### src/design/lttc_pkg.sv
// Shared types and constants for the line tracker turn controller.
`default_nettype none

package lttc_pkg;

	// Drive commands sent to the motor stage
	typedef enum logic [2:0] {
		CMD_STOP       = 3'd0,
		CMD_FORWARD    = 3'd1,
		CMD_VEER_LEFT  = 3'd2,
		CMD_VEER_RIGHT = 3'd3,
		CMD_TURN_LEFT  = 3'd4,
		CMD_TURN_RIGHT = 3'd5
	} cmd_t;

	localparam int CfgIdxW  = 2;
	localparam int CfgDataW = 16;

	// Register indexes on the config port
	typedef enum logic [CfgIdxW-1:0] {
		REG_NO_RIGHT_RELOAD   = 2'd0,
		REG_SPIN_BLOCK_RELOAD = 2'd1,
		REG_STOP_WINDOW       = 2'd2
	} reg_idx_t;

	localparam logic [7:0]  NoRightReloadRst   = 8'd80;
	localparam logic [7:0]  SpinBlockReloadRst = 8'd50;
	localparam logic [15:0] StopWindowRst      = 16'd50;
	localparam logic [15:0] StopCountMax       = 16'hFFFF;

endpackage

`default_nettype wire

### src/design/line_tracker_turn_controller_core.sv
// Top level of the line tracker turn controller: decision logic and result register.
`default_nettype none

// Line tracker turn controller.
// Input channel (in_valid / in_stall) carries one control tick: five line
// sensor bits. Output channel (out_valid / out_stall) carries one result item
// per tick: the drive command, a flag that it differs from the last issued
// command, and a pulse when a right 90 crossing turn begins.
// The result of a tick is in the result register in the cycle after the
// tick is taken. Throughput: one tick per cycle unless the receiver stalls;
// all decisions are a single pass of compare/count logic on the controller
// state, so the state register loop sets the rate at one item per cycle.
// When the receiver stalls, the result register holds its item and in_stall
// rises; a new tick is still taken in the cycle the held item leaves.
// Config port: cfg_we writes cfg_data into the register at cfg_index
// (0 no-right reload, 1 spin-block reload, 2 stop window); other indexes are
// ignored. Write only while no item is in flight.
// Reset (arst_n low, asynchronous): holds, counters and previous sensor bits
// clear, command returns to stop, reloads go to 80 / 50 and stop window to 50,
// the result register empties.
module line_tracker_turn_controller_core (
	input  wire                          clk,
	input  wire                          arst_n,
	input  wire                          in_valid,
	output logic                         in_stall,
	input  wire                          sensor_l2,
	input  wire                          sensor_l1,
	input  wire                          sensor_mid,
	input  wire                          sensor_r1,
	input  wire                          sensor_r2,
	output logic                         out_valid,
	input  wire                          out_stall,
	output logic [2:0]                   drive_command,
	output logic                         command_changed,
	output logic                         right_turn_started,
	input  wire                          cfg_we,
	input  wire  [lttc_pkg::CfgIdxW-1:0] cfg_index,
	input  wire  [lttc_pkg::CfgDataW-1:0] cfg_data
);
	import lttc_pkg::*;

	// config registers
	logic [7:0]  no_right_reload_q;
	logic [7:0]  spin_block_reload_q;
	logic [15:0] stop_window_q;

	// controller state
	logic        prev_l2_q, prev_l1_q, prev_r1_q, prev_r2_q;
	logic        hold_left_q, hold_spin_q, hold_cross_q;
	logic [15:0] right_stop_q, left_stop_q;
	logic [7:0]  spin_block_q, no_right_q;
	cmd_t        cmd_q;

	// next state
	logic        hold_left_n, hold_spin_n, hold_cross_n;
	logic [15:0] right_stop_n, left_stop_n;
	logic [7:0]  spin_block_n, no_right_n;
	cmd_t        cmd_n;
	logic        started_n;
	logic [15:0] right_inc, left_inc;
	logic        r1_rise, l1_rise;

	// result register
	logic        out_valid_q;
	cmd_t        out_cmd_q;
	logic        out_changed_q, out_started_q;

	logic        in_take;

	assign in_stall = out_valid_q && out_stall;
	assign in_take  = in_valid && !in_stall;

	assign out_valid          = out_valid_q;
	assign drive_command      = out_cmd_q;
	assign command_changed    = out_changed_q;
	assign right_turn_started = out_started_q;

	// config writes
	always_ff @(posedge clk or negedge arst_n) begin
		if (!arst_n) begin
			no_right_reload_q   <= NoRightReloadRst;
			spin_block_reload_q <= SpinBlockReloadRst;
			stop_window_q       <= StopWindowRst;
		end else if (cfg_we) begin
			unique case (cfg_index)
				REG_NO_RIGHT_RELOAD:   no_right_reload_q   <= cfg_data[7:0];
				REG_SPIN_BLOCK_RELOAD: spin_block_reload_q <= cfg_data[7:0];
				REG_STOP_WINDOW:       stop_window_q       <= cfg_data;
				default: ;
			endcase
		end
	end

	assign right_inc = (right_stop_q == StopCountMax) ? right_stop_q : right_stop_q + 16'd1;
	assign left_inc  = (left_stop_q == StopCountMax) ? left_stop_q : left_stop_q + 16'd1;
	assign r1_rise   = sensor_r1 && !prev_r1_q;
	assign l1_rise   = sensor_l1 && !prev_l1_q;

	// One tick of the decision chain.
	always_comb begin
		// countdowns drop first
		spin_block_n = (spin_block_q != 8'd0) ? spin_block_q - 8'd1 : spin_block_q;
		no_right_n   = (no_right_q != 8'd0) ? no_right_q - 8'd1 : no_right_q;
		hold_left_n  = hold_left_q;
		hold_spin_n  = hold_spin_q;
		hold_cross_n = hold_cross_q;
		right_stop_n = right_stop_q;
		left_stop_n  = left_stop_q;
		cmd_n        = cmd_q;
		started_n    = 1'b0;

		if (hold_left_q) begin
			// left 90 ends on inner-left rising edge, then block right turns
			if (l1_rise) begin
				hold_left_n = 1'b0;
				no_right_n  = no_right_reload_q;
			end
		end else if (hold_spin_q) begin
			if (r1_rise)
				hold_spin_n = 1'b0;
		end else if (hold_cross_q) begin
			if (r1_rise && spin_block_n == 8'd0)
				hold_cross_n = 1'b0;
		end else begin
			if (sensor_r2) begin
				right_stop_n = right_inc;
				if (sensor_l2)
					left_stop_n = left_inc;
			end else if (!sensor_l2 && prev_l2_q) begin
				// outer left just dropped: left 90 if mid is off and no crossing was seen
				if (!sensor_mid && left_stop_q == 16'd0) begin
					right_stop_n = 16'd0;
					left_stop_n  = 16'd0;
					cmd_n        = CMD_TURN_LEFT;
					hold_left_n  = 1'b1;
				end
			end else if (!sensor_l2 && !prev_l2_q && !prev_r2_q) begin
				if (sensor_l1)
					cmd_n = CMD_VEER_LEFT;
				else if (sensor_r1)
					cmd_n = CMD_VEER_RIGHT;
				else if (!sensor_mid) begin
					// line lost: spin right until the inner right sees it
					cmd_n       = CMD_TURN_RIGHT;
					hold_spin_n = 1'b1;
				end else
					cmd_n = CMD_FORWARD;
				right_stop_n = 16'd0;
				left_stop_n  = 16'd0;
			end

			// short right-edge pulse that ended: right 90 at a crossing
			if (right_stop_n != 16'd0 && right_stop_n < stop_window_q &&
			    !sensor_r2 && no_right_n == 8'd0) begin
				started_n    = 1'b1;
				right_stop_n = 16'd0;
				left_stop_n  = 16'd0;
				spin_block_n = spin_block_reload_q;
				cmd_n        = CMD_TURN_RIGHT;
				hold_cross_n = 1'b1;
			end
		end
	end

	// state update on each accepted tick
	always_ff @(posedge clk or negedge arst_n) begin
		if (!arst_n) begin
			prev_l2_q    <= 1'b0;
			prev_l1_q    <= 1'b0;
			prev_r1_q    <= 1'b0;
			prev_r2_q    <= 1'b0;
			hold_left_q  <= 1'b0;
			hold_spin_q  <= 1'b0;
			hold_cross_q <= 1'b0;
			right_stop_q <= 16'd0;
			left_stop_q  <= 16'd0;
			spin_block_q <= 8'd0;
			no_right_q   <= 8'd0;
			cmd_q        <= CMD_STOP;
		end else if (in_take) begin
			prev_l2_q    <= sensor_l2;
			prev_l1_q    <= sensor_l1;
			prev_r1_q    <= sensor_r1;
			prev_r2_q    <= sensor_r2;
			hold_left_q  <= hold_left_n;
			hold_spin_q  <= hold_spin_n;
			hold_cross_q <= hold_cross_n;
			right_stop_q <= right_stop_n;
			left_stop_q  <= left_stop_n;
			spin_block_q <= spin_block_n;
			no_right_q   <= no_right_n;
			cmd_q        <= cmd_n;
		end
	end

	// result register; the last issued command always equals cmd_q
	always_ff @(posedge clk or negedge arst_n) begin
		if (!arst_n) begin
			out_valid_q <= 1'b0;
		end else if (in_take) begin
			out_valid_q <= 1'b1;
		end else if (!out_stall) begin
			out_valid_q <= 1'b0;
		end
	end

	always_ff @(posedge clk) begin
		if (in_take) begin
			out_cmd_q     <= cmd_n;
			out_changed_q <= (cmd_n != cmd_q);
			out_started_q <= started_n;
		end
	end

	// at most one turn hold at a time
	a_one_hold: assert property (@(posedge clk) disable iff (!arst_n)
		$onehot0({hold_left_q, hold_spin_q, hold_cross_q}))
		else $error("more than one turn hold active");

	// spin block only runs during a crossing right turn
	a_spin_in_cross: assert property (@(posedge clk) disable iff (!arst_n)
		(spin_block_q != 8'd0) |-> hold_cross_q)
		else $error("spin block count running outside crossing hold");

	// a crossing turn start always commands turn right
	a_start_cmd: assert property (@(posedge clk) disable iff (!arst_n)
		(out_valid_q && out_started_q) |-> (out_cmd_q == CMD_TURN_RIGHT && hold_cross_q))
		else $error("right turn start without turn right command");

	// an accepted tick always leaves a result behind
	a_take_result: assert property (@(posedge clk) disable iff (!arst_n)
		in_take |=> out_valid_q)
		else $error("accepted tick produced no result");

endmodule

`default_nettype wire

### config.mk
export PLATFORM = sky130hd
export DESIGN_NAME = line_tracker_turn_controller_core
export DESIGN_NICKNAME = d
export VERILOG_FILES = /design/src/design/lttc_pkg.sv /design/src/design/line_tracker_turn_controller_core.sv
export SDC_FILE = /design/constraint.sdc
export NUM_CORES = 1
export LEC_CHECK = 0
export ABC_AREA = 1
export BUFFER_PORTS_ARGS = -buffer_cell sky130_fd_sc_hd__buf_2
export CAP_MARGIN = 20
export CORE_UTILIZATION = 35
export CTS_CLUSTER_SIZE = 20
export DETAILED_ROUTE_END_ITERATION = 10
export GPL_ROUTABILITY_DRIVEN = 0
export GPL_TIMING_DRIVEN = 0
export SKIP_CTS_REPAIR_TIMING = 1
export SYNTH_ARGS = -nofsm -noshare
export SYNTH_HDL_FRONTEND = slang
export SYNTH_SLANG_ARGS = --single-unit
### constraint.sdc
create_clock -name clk -period 8.6 [get_ports clk]
set_clock_uncertainty 0.2 [all_clocks]
set_input_delay 1.29 -clock clk [delete_from_list [all_inputs] [get_ports clk]]
set_output_delay 1.29 -clock clk [all_outputs]
set_load 0.02 [all_outputs]
==> metrics.md, run 1 <==
| Metric | Value |
|---|---|
| Vias in the first global route | `5,323` |
| Final Hold Fails | `0` |
| Worst Hold Class | `reg2reg` |
| Worst Path Class, Setup | `in2reg` |
| DP Area | `6810 sq um` |
| RR Startpoint | `right_stop_q[0]$_DFFE_PN0P_` |
| Worst path slowest cell | `ha_1` |
| CP max FO | `10` |
| Max-Cap Viols | `0` |
| Post-synth EDFFs | `5` |
| Worst R2R Setup Slack | `4.64 ns` |
| Cell area after layout | `7090 sq um` |
| Die Span Y | `137 um` |
| Final worst-path setup slack | `4.22 ns` |
| Inst Count DP | `1,117` |
| First-pass GRT wire length | `26.4 mm` |
| Drt total wl | `15.8 mm` |
| Commonest non-fill, non-tap cells in the layout | `239 x nand2_1, 120 x inv_1, 83 x dfrtp_1` |
| Clock edge transition at the registers on the reported setup and hold paths | `0.08 ns` |
| Num ports | `35` |
| Setup Viol. Count Final | `0` |
| Nets | `953` |
| Via/cell ratio | `4.94` |
| Post-synth top flop | `dfrtp_1` |
| Peak VDD IR | `0.000125 V` |
| Vias post-DR | `5,600` |
| # clock sinks | `96` |
| Post-Layout Cell Count | `1,133` |
| Mapped cell area | `6330 sq um` |
| # diodes | `0` |
| Synth warn | `0` |
| Syn Area/Cell | `7.39 sq um` |
| Setup WS pre-CTS | `3.80 ns` |
| Cells along the critical path | `buf_2 -> nor2_1 -> nand2_1 -> nor2_2 -> nand3_4 -> buf_6 -> nand3_2 -> nand2_1 -> nand2_1 -> inv_1 -> ha_1 -> nand2_1 -> inv_1 -> o21ai_0 -> nand3_1 -> nor3_1 -> nand4_1 -> nor2_2 -> nand2_4 -> nand2_1 -> nand2_1 -> nand2_1 -> nand3_1` |
| Post-layout util | `40.5%` |
| Post-synth cell types | `45` |
| DRC viols | `0` |
| GR Util All Layers | `18.3%` |
| Fillcell total | `1,841` |
| Row Count | `48` |
| Core box area | `17,500 sq um` |
| Grt ovf | `0` |
| Asr flop ratio synth | `94.8%` |
| Fraction of layout cells with a size suffix above 1 | `14.6%` |
| CTS max path bufs | `2` |
| Post-DP HPWL | `11.9 mm` |
| Root buffer cell | `clkbuf_16` |
| Worst EP required | `8.50 ns` |
| TritonCTS clock tree | `yes` |
| Largest net degree at the start of global routing | `58` |
| Most used cell, CP | `nand2_1` |
| Max transition margin | `49.5%` |
| Antenna violations before repair | `0` |
| Worst Setup End Kind | `flip-flop` |
| Setup TNS | `0 ns` |
| Number of port buffers | `34` |
| Syn nets | `907` |
| Yosys reg bits | `96` |
| Pleak | `3.48 nW` |
| Post-Syn Instances | `857` |
| Final Critical Period | `4.38 ns` |
| Total power | `1.93 mW` |
| H-tree levels | `3` |
| CP max stage delay | `0.31 ns` |
| Worst Max-Slew Pin Slew | `0.758 ns` |
| Syn-to-layout area delta | `11.9%` |
| Die X-Extent | `137 um` |
| Setup crit start kind | `primary input` |
| Die area | `18,600 sq um` |
| CP Launch Point | `sensor_mid` |
| Antenna Nets Post-Route | `0` |
| Unrepaired setup endpoints after global routing | `no` |
| Status | `complete, no violations` |
| Hold path start | `stop_window_q[7]$_DFFE_PN0P_` |
| Initial core utilization | `36.2%` |
| Drt first pass iters | `5` |
| Max frequency | `228 MHz` |
| Hold WS | `0.284 ns` |
| Leading cell type in the layout, fill and taps excluded | `nand2_1` |
| Data arrival time of the critical path | `4.29 ns` |
| Max-slew violation count | `0` |
| PD cells | `272 nW/um^2` |
| Drt wl/cell | `13.9 um` |
| Post-synthesis sequential area ratio | `38.5%` |
| Initial detailed-routing violation count | `321` |
| Fin crit share | `51.0%` |
| CTS buffer count | `9` |
| Skew-Pair Late Insertion Delay | `0.36 ns` |
## metal layers
metal	vias up	global-route usage, %	part of all wire (%)
met5	-	0	0
met4	0	7.16	1.8
met3	17	2.07	2.8
met2	92	28.5	44
met1	2641	25.8	51
li1	2850	-	-
## critical path, delay by kind of cell
kind | cells | cell delay, ns
buf+inv | 4 | 0.42
fa+ha+maj | 1 | 0.31
compound gates | 1 | 0.30
simple gates | 17 | 1.94
## sequential cells by signal, indices dropped and copies added (netlist names)
name and cells:
cmd_q 3, command_changed 1, drive_command 3, hold_cross_q 1
hold_left_q 1, hold_spin_q 1, left_stop_q 16, no_right_q 8
no_right_reload_q 8, out_valid 1, prev_l1_q 1, prev_l2_q 1
prev_r1_q 1, prev_r2_q 1, right_stop_q 16, right_turn_started 1
spin_block_q 8, spin_block_reload_q 8, stop_window_q 16
## cells in the mapped netlist, types with 3 or more instances
| library cell | n | share of area (%) |
|---|---|---|
| edfxtp_1 | 5 | 2.4 |
| buf_2 | 3 | 0.24 |
| a21oi_1 | 23 | 1.8 |
| nand3_1 | 57 | 4.5 |
| nor3_1 | 18 | 1.4 |
| clkbuf_1 | 16 | 0.95 |
| nand4_1 | 10 | 0.99 |
| inv_2 | 7 | 0.42 |
| ha_1 | 22 | 4.3 |
| xor2_1 | 25 | 3.5 |
| dfstp_2 | 8 | 3.3 |
| o21ai_0 | 59 | 4.7 |
| o22ai_1 | 10 | 0.99 |
| o21ai_2 | 15 | 2.1 |
| inv_1 | 120 | 7.1 |
| nand2_4 | 3 | 0.53 |
| nor4_1 | 3 | 0.30 |
| nand3_2 | 9 | 1.4 |
| or2_2 | 11 | 1.1 |
| nor2_1 | 56 | 3.3 |
| xnor2_1 | 3 | 0.42 |
| o31ai_1 | 6 | 0.71 |
| dfrtp_1 | 83 | 33 |
| nand2_2 | 7 | 0.69 |
| nor2_2 | 9 | 0.89 |
| nand2_1 | 239 | 14 |
| o21ai_1 | 4 | 0.32 |
## worst paths after layout
check / to / cells after the start
max: command_changed$_DFFE_PP_ / 23
min in group asynchronous: no_right_reload_q[1]$_DFFE_PN0P_ / 1
max reg2reg: command_changed$_DFFE_PP_ / 24
min: stop_window_q[7]$_DFFE_PN0P_ / 2
max in group asynchronous: no_right_reload_q[6]$_DFFE_PN1P_ / 2
min reg2reg: stop_window_q[7]$_DFFE_PN0P_ / 2
## final cells by class
type                    count  area, sq um  share of cell area [%]
plain buffers              23          138                    1.94
clock buffers              11          233                    3.28
clock inverters             5         38.8                   0.547
inverters                 127          477                    6.73
multi-input cells         611         3280                    46.3
flip-flops and latches     96         2440                    34.4
well taps                 225          282                    3.97
repair buffers             35          200                    2.83
## cells by family (layout without fill, tap and decap cells)
| logic type | Yosys count | after routing | share of synthesized area (%) |
|---|---|---|---|
| fa+ha+maj | 22 | 22 | 4.35 |
| flops | 96 | 96 | 38.5 |
| simple gates | 434 | 434 | 31.7 |
| buf+inv | 150 | 201 | 9.70 |
| xor+xnor | 28 | 28 | 3.87 |
| compound gates | 127 | 127 | 11.9 |
## report_power, final
group / switching (mW) / internal (mW)
clock network: 0.189 / 0.199
registers: 0.111 / 0.586
logic: 0.530 / 0.315
total: 0.830 / 1.10
Power figures use the tool's default switching activity.
==> run 2, diff against run 1 <==
- ABC_AREA: 1 -> 0
- clock period: 8.6 -> 4.27 ns (I/O delays scaled with it)
==> metrics.md, run 2 <==
| Metric | Value |
|---|---|
| Leading cell type in the layout, fill and taps excluded | `nand2_1` |
| Worst Path Class, Setup | `reg2reg` |
| Die X-Extent | `134 um (-1.5%)` |
| Vias in the first global route | `5,038 (-5.4%)` |
| Count leader, synth | `nand2_1` |
| Skew-Pair Late Insertion Delay | `0.36 ns (about the same)` |
| Synth top area share | `33.8% (+1.1 points)` |
| Post-synth top flop | `dfrtp_1` |
| Num ports | `35 (unchanged)` |
| Max-slew violation count | `0 (unchanged)` |
| Yosys reg bits | `96 (unchanged)` |
| Unrepaired setup endpoints after global routing | `yes` |
| H-tree levels | `3 (unchanged)` |
| Setup Viol. Count Final | `15 (+15)` |
| Setup WS pre-CTS | `-0.968 ns (-4.77 ns)` |
| Core box area | `17,200 sq um (-1.4%)` |
| Synth top area cells | `dfrtp_1 34%, mux2_2 5.9%, nand2_1 5.8%` |
| CTS buffer count | `9 (unchanged)` |
| Post-layout util | `44.3% (+3.8 points)` |
| Grt ovf | `0 (unchanged)` |
| Syn-to-layout area delta | `24.5%` |
| Pleak | `3.19 nW (-8.6%)` |
| Post-DP HPWL | `11.8 mm (-0.90%)` |
| PD cells | `466 nW/um^2 (+71%)` |
| Vias post-DR | `5,609 (+0.16%)` |
| # clock sinks | `96 (unchanged)` |
| DRC viols | `1 (+1)` |
| Largest net degree at the start of global routing | `48 (-17%)` |
| Asr flop ratio synth | `94.8% (unchanged)` |
| Inst Count DP | `956 (-14%)` |
| Final Hold Fails | `0 (unchanged)` |
| Initial core utilization | `35.6% (-0.63 points)` |
| FF/Latch Area | `2450 sq um (+0.46%)` |
| # diodes | `0 (unchanged)` |
| Initial detailed-routing violation count | `424 (+32%)` |
| Synth warn | `0 (unchanged)` |
| Final Critical Period | `4.38 ns` |
| Number of port buffers | `34 (unchanged)` |
| Worst Hold Class | `in2async` |
| Via/cell ratio | `5.58 (+13%)` |
| Die Span Y | `134 um (-1.5%)` |
| Commonest non-fill, non-tap cells in the layout | `93 x nand2_1, 74 x dfrtp_1, 49 x o21ai_0` |
| Syn nets | `746 (-18%)` |
| Antenna violations before repair | `0 (unchanged)` |
| Data arrival time of the critical path | `4.47 ns (+0.18 ns)` |
| Antenna Nets Post-Route | `0 (unchanged)` |
| Worst Max-Slew Pin Slew | `0.755 ns (-0.00323 ns)` |
| R2r worst-path depth | `15 (-38%)` |
| First-pass GRT wire length | `26.7 mm (+1.5%)` |
| Root buffer cell | `clkbuf_16` |
| Nets | `826 (-13%)` |
| DP Area | `6620 sq um (-2.9%)` |
| Die area | `18,100 sq um (-3.1%)` |
| Drt first pass iters | `7 (+2)` |
| Max-Cap Viols | `0 (unchanged)` |
| Final worst-path setup slack | `-0.114 ns (-4.33 ns)` |
| Drt wl/cell | `16.7 um (+20%)` |
| Status | `complete, but fails checks` |
| Synth top cells by count | `94 x nand2_1, 83 x dfrtp_1, 55 x o21ai_0` |
| Post-synth EDFFs | `5 (unchanged)` |
| Post-Layout Cell Count | `1,006 (-11%)` |
| Cell area after layout | `7640 sq um (+7.8%)` |
| Max transition margin | `49.7% (+0.22 points)` |
| CTS max path bufs | `2 (unchanged)` |
| Clock edge transition at the registers on the reported setup and hold paths | `0.07 ns (about the same)` |
| CP max FO | `6 (-4)` |
| Fillcell total | `1,678 (-8.9%)` |
| Post-synth top area cell | `dfrtp_1` |
| Syn Area/Cell | `8.82 sq um (+19%)` |
| Mapped cell area | `6140 sq um (-3.1%)` |
| Post-synthesis sequential area ratio | `39.7% (+1.2 points)` |
| Failing checks | `DRC, setup timing` |
| Post-Syn Instances | `696 (-19%)` |
| Largest regs | `left_stop_q (16), right_stop_q (16), stop_window_q (16)` |
| Post-synth cell types | `77 (+71%)` |
| GR Util All Layers | `18.8% (+0.48 points)` |
| Peak VDD IR | `0.000270 V (+120%)` |
| Worst EP required | `4.36 ns (-4.14 ns)` |
| Drt total wl | `16.8 mm (+6.6%)` |
| Worst Setup End Kind | `flip-flop` |
| Setup crit start kind | `flip-flop` |
| Fraction of layout cells with a size suffix above 1 | `27.4% (+13 points)` |
| Max frequency | `228 MHz` |
| Row Count | `48 (unchanged)` |
| Fin crit share | `103%` |
| Area of the multi-input gates | `3800 sq um (+16%)` |
| TritonCTS clock tree | `yes` |
run 2: cell types whose count changed after synthesis, sizes merged, moves of 20 or more:
| cell | previous run | this run |
|---|---|---|
| inv | 127 | 34 |
| nor2 | 67 | 41 |
| mux2 | 0 | 33 |
| xor2 | 25 | 5 |
| nand2 | 250 | 94 |
| nand3 | 67 | 25 |
run 2: critical path, stage by stage (launching register included):
cell	delay, ns
dfrtp_2	0.43
buf_4	0.13
nand4_1	0.24
or4b_4	0.65
nor3_2	0.15
o21bai_4	0.17
ha_4	0.22
a21oi_1	0.15
a2bb2oi_1	0.18
a21oi_1	0.09
o211a_1	0.24
or4_4	0.55
a31oi_4	0.23
o21ai_2	0.10
or4_1	0.48
nand3_1	0.10
run 2: per-stage QoR:
step / TNS (ns) / power [mW] / hold WS [ns]
global placement: -35.31 / 2.49 / 0.264
detailed placement: -33.88 / 2.50 / 0.271
floorplan: 0 / 2.18 / 0.145
CTS: -32.64 / 3.32 / 0.0983
finish: -0.937 / 3.56 / 0.0780
global route: -5.05 / 3.82 / 0.132
run 2: layout make-up:
class / count / share of cell area, %
buffer: 36 / 2.65
sequential: 96 / 32.1
inverter: 34 / 1.67
clock buffer: 9 / 2.95
timing repair buffer: 72 / 6.36
clock inverter: 7 / 0.803
multi-input combinational: 527 / 49.8
tap: 225 / 3.69
run 2: cell families (layout without fill, tap and decap cells):
family          after synthesis  in the layout  share of synthesized area [%]
compound gates              174            174                           18.5
mux                          37             37                           6.71
fa+ha+maj                    22             22                           4.49
buf+inv                      73            158                           4.79
xor+xnor                     11             11                           1.57
simple gates                283            283                           24.2
flops                        96             96                           39.7
run 2: routing by layer:
metal  vias up  share of wire [%]  global-route usage [%]
li1       2726                  -                       -
met1      2769                 47                    26.2
met2        97                 47                    30.0
met3        17                4.1                    3.78
met4         0                1.3                    3.93
met5         -                  0                       0
run 2: worst paths after layout:
path,slack (ns),startpoint,to
worst max-delay path,-0.11,right_stop_q[1]$_DFFE_PN0P_,left_stop_q[3]$_DFFE_PN0P_
worst min-delay path,0.08,arst_n,right_stop_q[15]$_DFFE_PN0P_
worst max register to register,-0.11,right_stop_q[1]$_DFFE_PN0P_,left_stop_q[3]$_DFFE_PN0P_
worst min register to register,0.29,prev_r2_q$_DFFE_PN0P_,prev_r2_q$_DFFE_PN0P_
max in group asynchronous,3.12,arst_n,left_stop_q[5]$_DFFE_PN0P_
min in group clk,0.28,in_valid,out_valid$_DFFE_PN0P_
run 2: report_power, final:
| group | leakage [nW] | switching (mW) | internal (mW) |
|---|---|---|---|
| clock | 0.140 | 0.397 | 0.408 |
| sequential | 1.17 | 0.217 | 1.15 |
| combinational | 1.88 | 0.768 | 0.622 |
==> run 3, diff against run 2 <==
- CORE_UTILIZATION: 35 -> 41
==> metrics.md, run 3 (synthesized netlist as in run 2, its figures left out) <==
| Metric | Value |
|---|---|
| CTS max path bufs | `2 (unchanged)` |
| Setup Viol. Count Final | `3 (-12)` |
| Final worst-path setup slack | `-0.0343 ns (+0.0792 ns)` |
| Core box area | `14,600 sq um (-15%)` |
| Number of port buffers | `34 (unchanged)` |
| Worst EP required | `4.36 ns (about the same)` |
| RR Startpoint | `right_stop_q[5]$_DFFE_PN0P_` |
| Data arrival time of the critical path | `4.39 ns (-0.08 ns)` |
| Final Hold Fails | `0 (unchanged)` |
| CP max FO | `10 (+4)` |
| Num ports | `35 (unchanged)` |
| # diodes | `0 (unchanged)` |
| Die Span Y | `124 um (-7.5%)` |
| GR Util All Layers | `21.4% (+2.6 points)` |
| Worst path slowest cell | `or4_1` |
| Drt wl/cell | `17.9 um (+6.8%)` |
| Via/cell ratio | `5.96 (+7.0%)` |
| DRC viols | `0 (-1)` |
| Vias post-DR | `5,845 (+4.2%)` |
| DP Area | `6570 sq um (-0.78%)` |
| Grt ovf | `0 (unchanged)` |
| Fraction of layout cells with a size suffix above 1 | `30.5% (+3.1 points)` |
| Drt total wl | `17.5 mm (+4.0%)` |
| Met2 routed WL | `8.66 mm (+8.9%)` |
| Initial core utilization | `42.1% (+6.5 points)` |
| First-pass GRT wire length | `26.8 mm (+0.31%)` |
| Worst Setup End Kind | `flip-flop` |
| Worst Max-Slew Pin Slew | `0.789 ns (+0.0347 ns)` |
| TritonCTS clock tree | `yes` |
| Max frequency | `232 MHz (+1.8%)` |
| Leading cell type in the layout, fill and taps excluded | `nand2_1` |
| Worst Hold Class | `in2async` |
| Die X-Extent | `124 um (-7.5%)` |
| Post-Layout Cell Count | `980 (-2.6%)` |
| Peak VDD IR | `0.000247 V (-8.6%)` |
| Final Critical Period | `4.30 ns (-0.0792 ns)` |
| CTS buffer count | `9 (unchanged)` |
| Unrepaired setup endpoints after global routing | `yes` |
| Setup TNS | `-0.0555 ns (+0.882 ns)` |
| Crit Reg-Reg Endpoint | `left_stop_q[8]$_DFFE_PN0P_` |
| Clock edge transition at the registers on the reported setup and hold paths | `0.07 ns (about the same)` |
| Failing checks | `setup timing` |
| Worst Path Class, Setup | `reg2reg` |
| Setup WS pre-CTS | `-1.10 ns (-0.136 ns)` |
| Antenna violations before repair | `0 (unchanged)` |
| Max-slew violation count | `0 (unchanged)` |
| Max transition margin | `47.4% (-2.3 points)` |
| PD cells | `488 nW/um^2 (+4.7%)` |
| Area of the multi-input gates | `3890 sq um (+2.2%)` |
| Setup crit start kind | `flip-flop` |
| Nets | `841 (+1.8%)` |
| Cell area after layout | `7910 sq um (+3.6%)` |
| Worst R2R Setup Slack | `-0.03 ns (+0.08 ns)` |
| DR WL met3 | `845 um (+22%)` |
| # clock sinks | `96 (unchanged)` |
| Skew-Pair Late Insertion Delay | `0.36 ns (about the same)` |
| Most used cell, CP | `a21oi_1` |
| CP max stage delay | `0.49 ns (-0.16 ns)` |
| R2r worst-path depth | `18 (+3)` |
| CP delay by family, top | `compound AO/OA/AOI/OAI gates` |
| Sw Ratio | `36.5% (-2.4 points)` |
| Logic gate share of total power | `38.0% (-1.1 points)` |
| Max-Cap Viols | `0 (unchanged)` |
| FF/Latch Area | `2450 sq um (unchanged)` |
| Largest regs | `left_stop_q (16), right_stop_q (16), stop_window_q (16)` |
| Pleak | `3.33 nW (+4.5%)` |
| Row Count | `44 (-8.3%)` |
| Initial detailed-routing violation count | `478 (+13%)` |
| Commonest non-fill, non-tap cells in the layout | `93 x nand2_1, 74 x dfrtp_1, 49 x buf_4` |
| Antenna Nets Post-Route | `0 (unchanged)` |
| Post-DP HPWL | `11.9 mm (+1.2%)` |
| Psw | `1.41 mW (+1.8%)` |
| H-tree levels | `3 (unchanged)` |
| Status | `complete, but fails checks` |
| Cells along the critical path | `buf_4 -> nand4_1 -> buf_6 -> o41a_1 -> nand2_2 -> o211ai_1 -> o31ai_2 -> ha_1 -> nand2_1 -> a2bb2oi_1 -> a21oi_1 -> o211a_1 -> or3_4 -> a31oi_4 -> buf_12 -> o21ai_4 -> or4_1 -> a21oi_1` |
| Drt first pass iters | `7 (unchanged)` |
| Fin crit share | `101% (-1.9 points)` |
| Root buffer cell | `clkbuf_16` |
| Int Pwr | `2.45 mW (+13%)` |
| Clock power share | `26.6% (+4.0 points)` |
| Die area | `15,500 sq um (-14%)` |
| Syn-to-layout area delta | `28.9%` |
| Met1 Wirelength | `7.71 mm (-3.2%)` |
| Top Metal Used | `met4` |
| Sequential Power Share | `35.4% (-2.9 points)` |
| Largest net degree at the start of global routing | `52 (+8.3%)` |
| Vias in the first global route | `5,302 (+5.2%)` |
| Inst Count DP | `915 (-4.3%)` |
| CP Buf/Inv Count | `3 (+2)` |
| Fillcell total | `1,294 (-23%)` |
[run 3: cell types whose count changed in the layout (fill, tap and decap cells not counted), moves of 2 or more]
| cell | delta |
|---|---|
| o21ai_4 | +2 |
| nor2_1 | -2 |
| o311ai_1 | -2 |
| buf_6 | +8 |
| bufinv_16 | +4 |
| buf_4 | +8 |
| o31ai_2 | +2 |
| o21ai_0 | -2 |
| nor3_1 | -2 |
| clkbuf_4 | +2 |
| clkbuf_2 | -2 |
| nor2_2 | +2 |
| o31ai_1 | -2 |
[run 3: how the worst max path moves through the flow]
stage                                 from                            to  slack (ns)  depth (start not counted)
2_1_floorplan                    sensor_l2    left_stop_q[3]$_DFFE_PN0P_         0.1                         16
3_3_place_gp                     sensor_r2  right_stop_q[14]$_DFFE_PN0P_       -1.00                         18
3_5_place_dp                     sensor_r2  right_stop_q[14]$_DFFE_PN0P_       -1.10                         18
4_1_cts        right_stop_q[1]$_DFFE_PN0P_   left_stop_q[11]$_DFFE_PN0P_       -0.93                         16
5_1_grt        right_stop_q[6]$_DFFE_PN0P_    left_stop_q[8]$_DFFE_PN0P_       -0.16                         18
6_report       right_stop_q[5]$_DFFE_PN0P_    left_stop_q[8]$_DFFE_PN0P_       -0.03                         18
[run 3: area by class of cell]
type	count	area share, %
multi-input cells	527	49.2
flip-flops and latches	96	31.0
repair buffers	87	7.86
well taps	184	2.91
clock buffers	9	2.85
plain buffers	36	2.75
clock inverters	7	1.88
inverters	34	1.61
[run 3: metal layers]
metal / GRT usage [%] / vias to the layer above
li1: - / 2753
met1: 29.4 / 2906
met2: 34.2 / 164
met3: 2.75 / 22
met4: 8.29 / 0
met5: 0 / -
[run 3: power by group through the flow]
stage          clock, mW  combinational [mW]  sequential, mW
2_1_floorplan          0               0.873            1.31
3_3_place_gp           0                1.13            1.34
3_5_place_dp           0                1.16            1.35
4_1_cts             1.04                1.17            1.33
5_1_grt             1.08                1.61            1.40
6_report            1.03                1.46            1.37
[run 3: worst reg2reg max path: stages, from the launching register on]
cell	delay, ns
dfrtp_1	0.34
buf_4	0.18
nand4_1	0.17
buf_6	0.19
o41a_1	0.45
nand2_2	0.14
o211ai_1	0.14
o31ai_2	0.12
ha_1	0.32
nand2_1	0.08
a2bb2oi_1	0.15
a21oi_1	0.08
o211a_1	0.25
or3_4	0.39
a31oi_4	0.18
buf_12	0.15
o21ai_4	0.07
or4_1	0.49
a21oi_1	0.13
[run 3: stage by stage]
step / hold slack, ns / util [%] / total power, mW
final: 0.0621 / 54.2 / 3.86
after global routing: 0.109 / 54.2 / 4.09
after CTS: 0.0810 / 47.6 / 3.55
after detailed placement: 0.265 / 45.0 / 2.51
after global placement: 0.261 / 44.8 / 2.47
after floorplan: 0.145 / - / 2.18
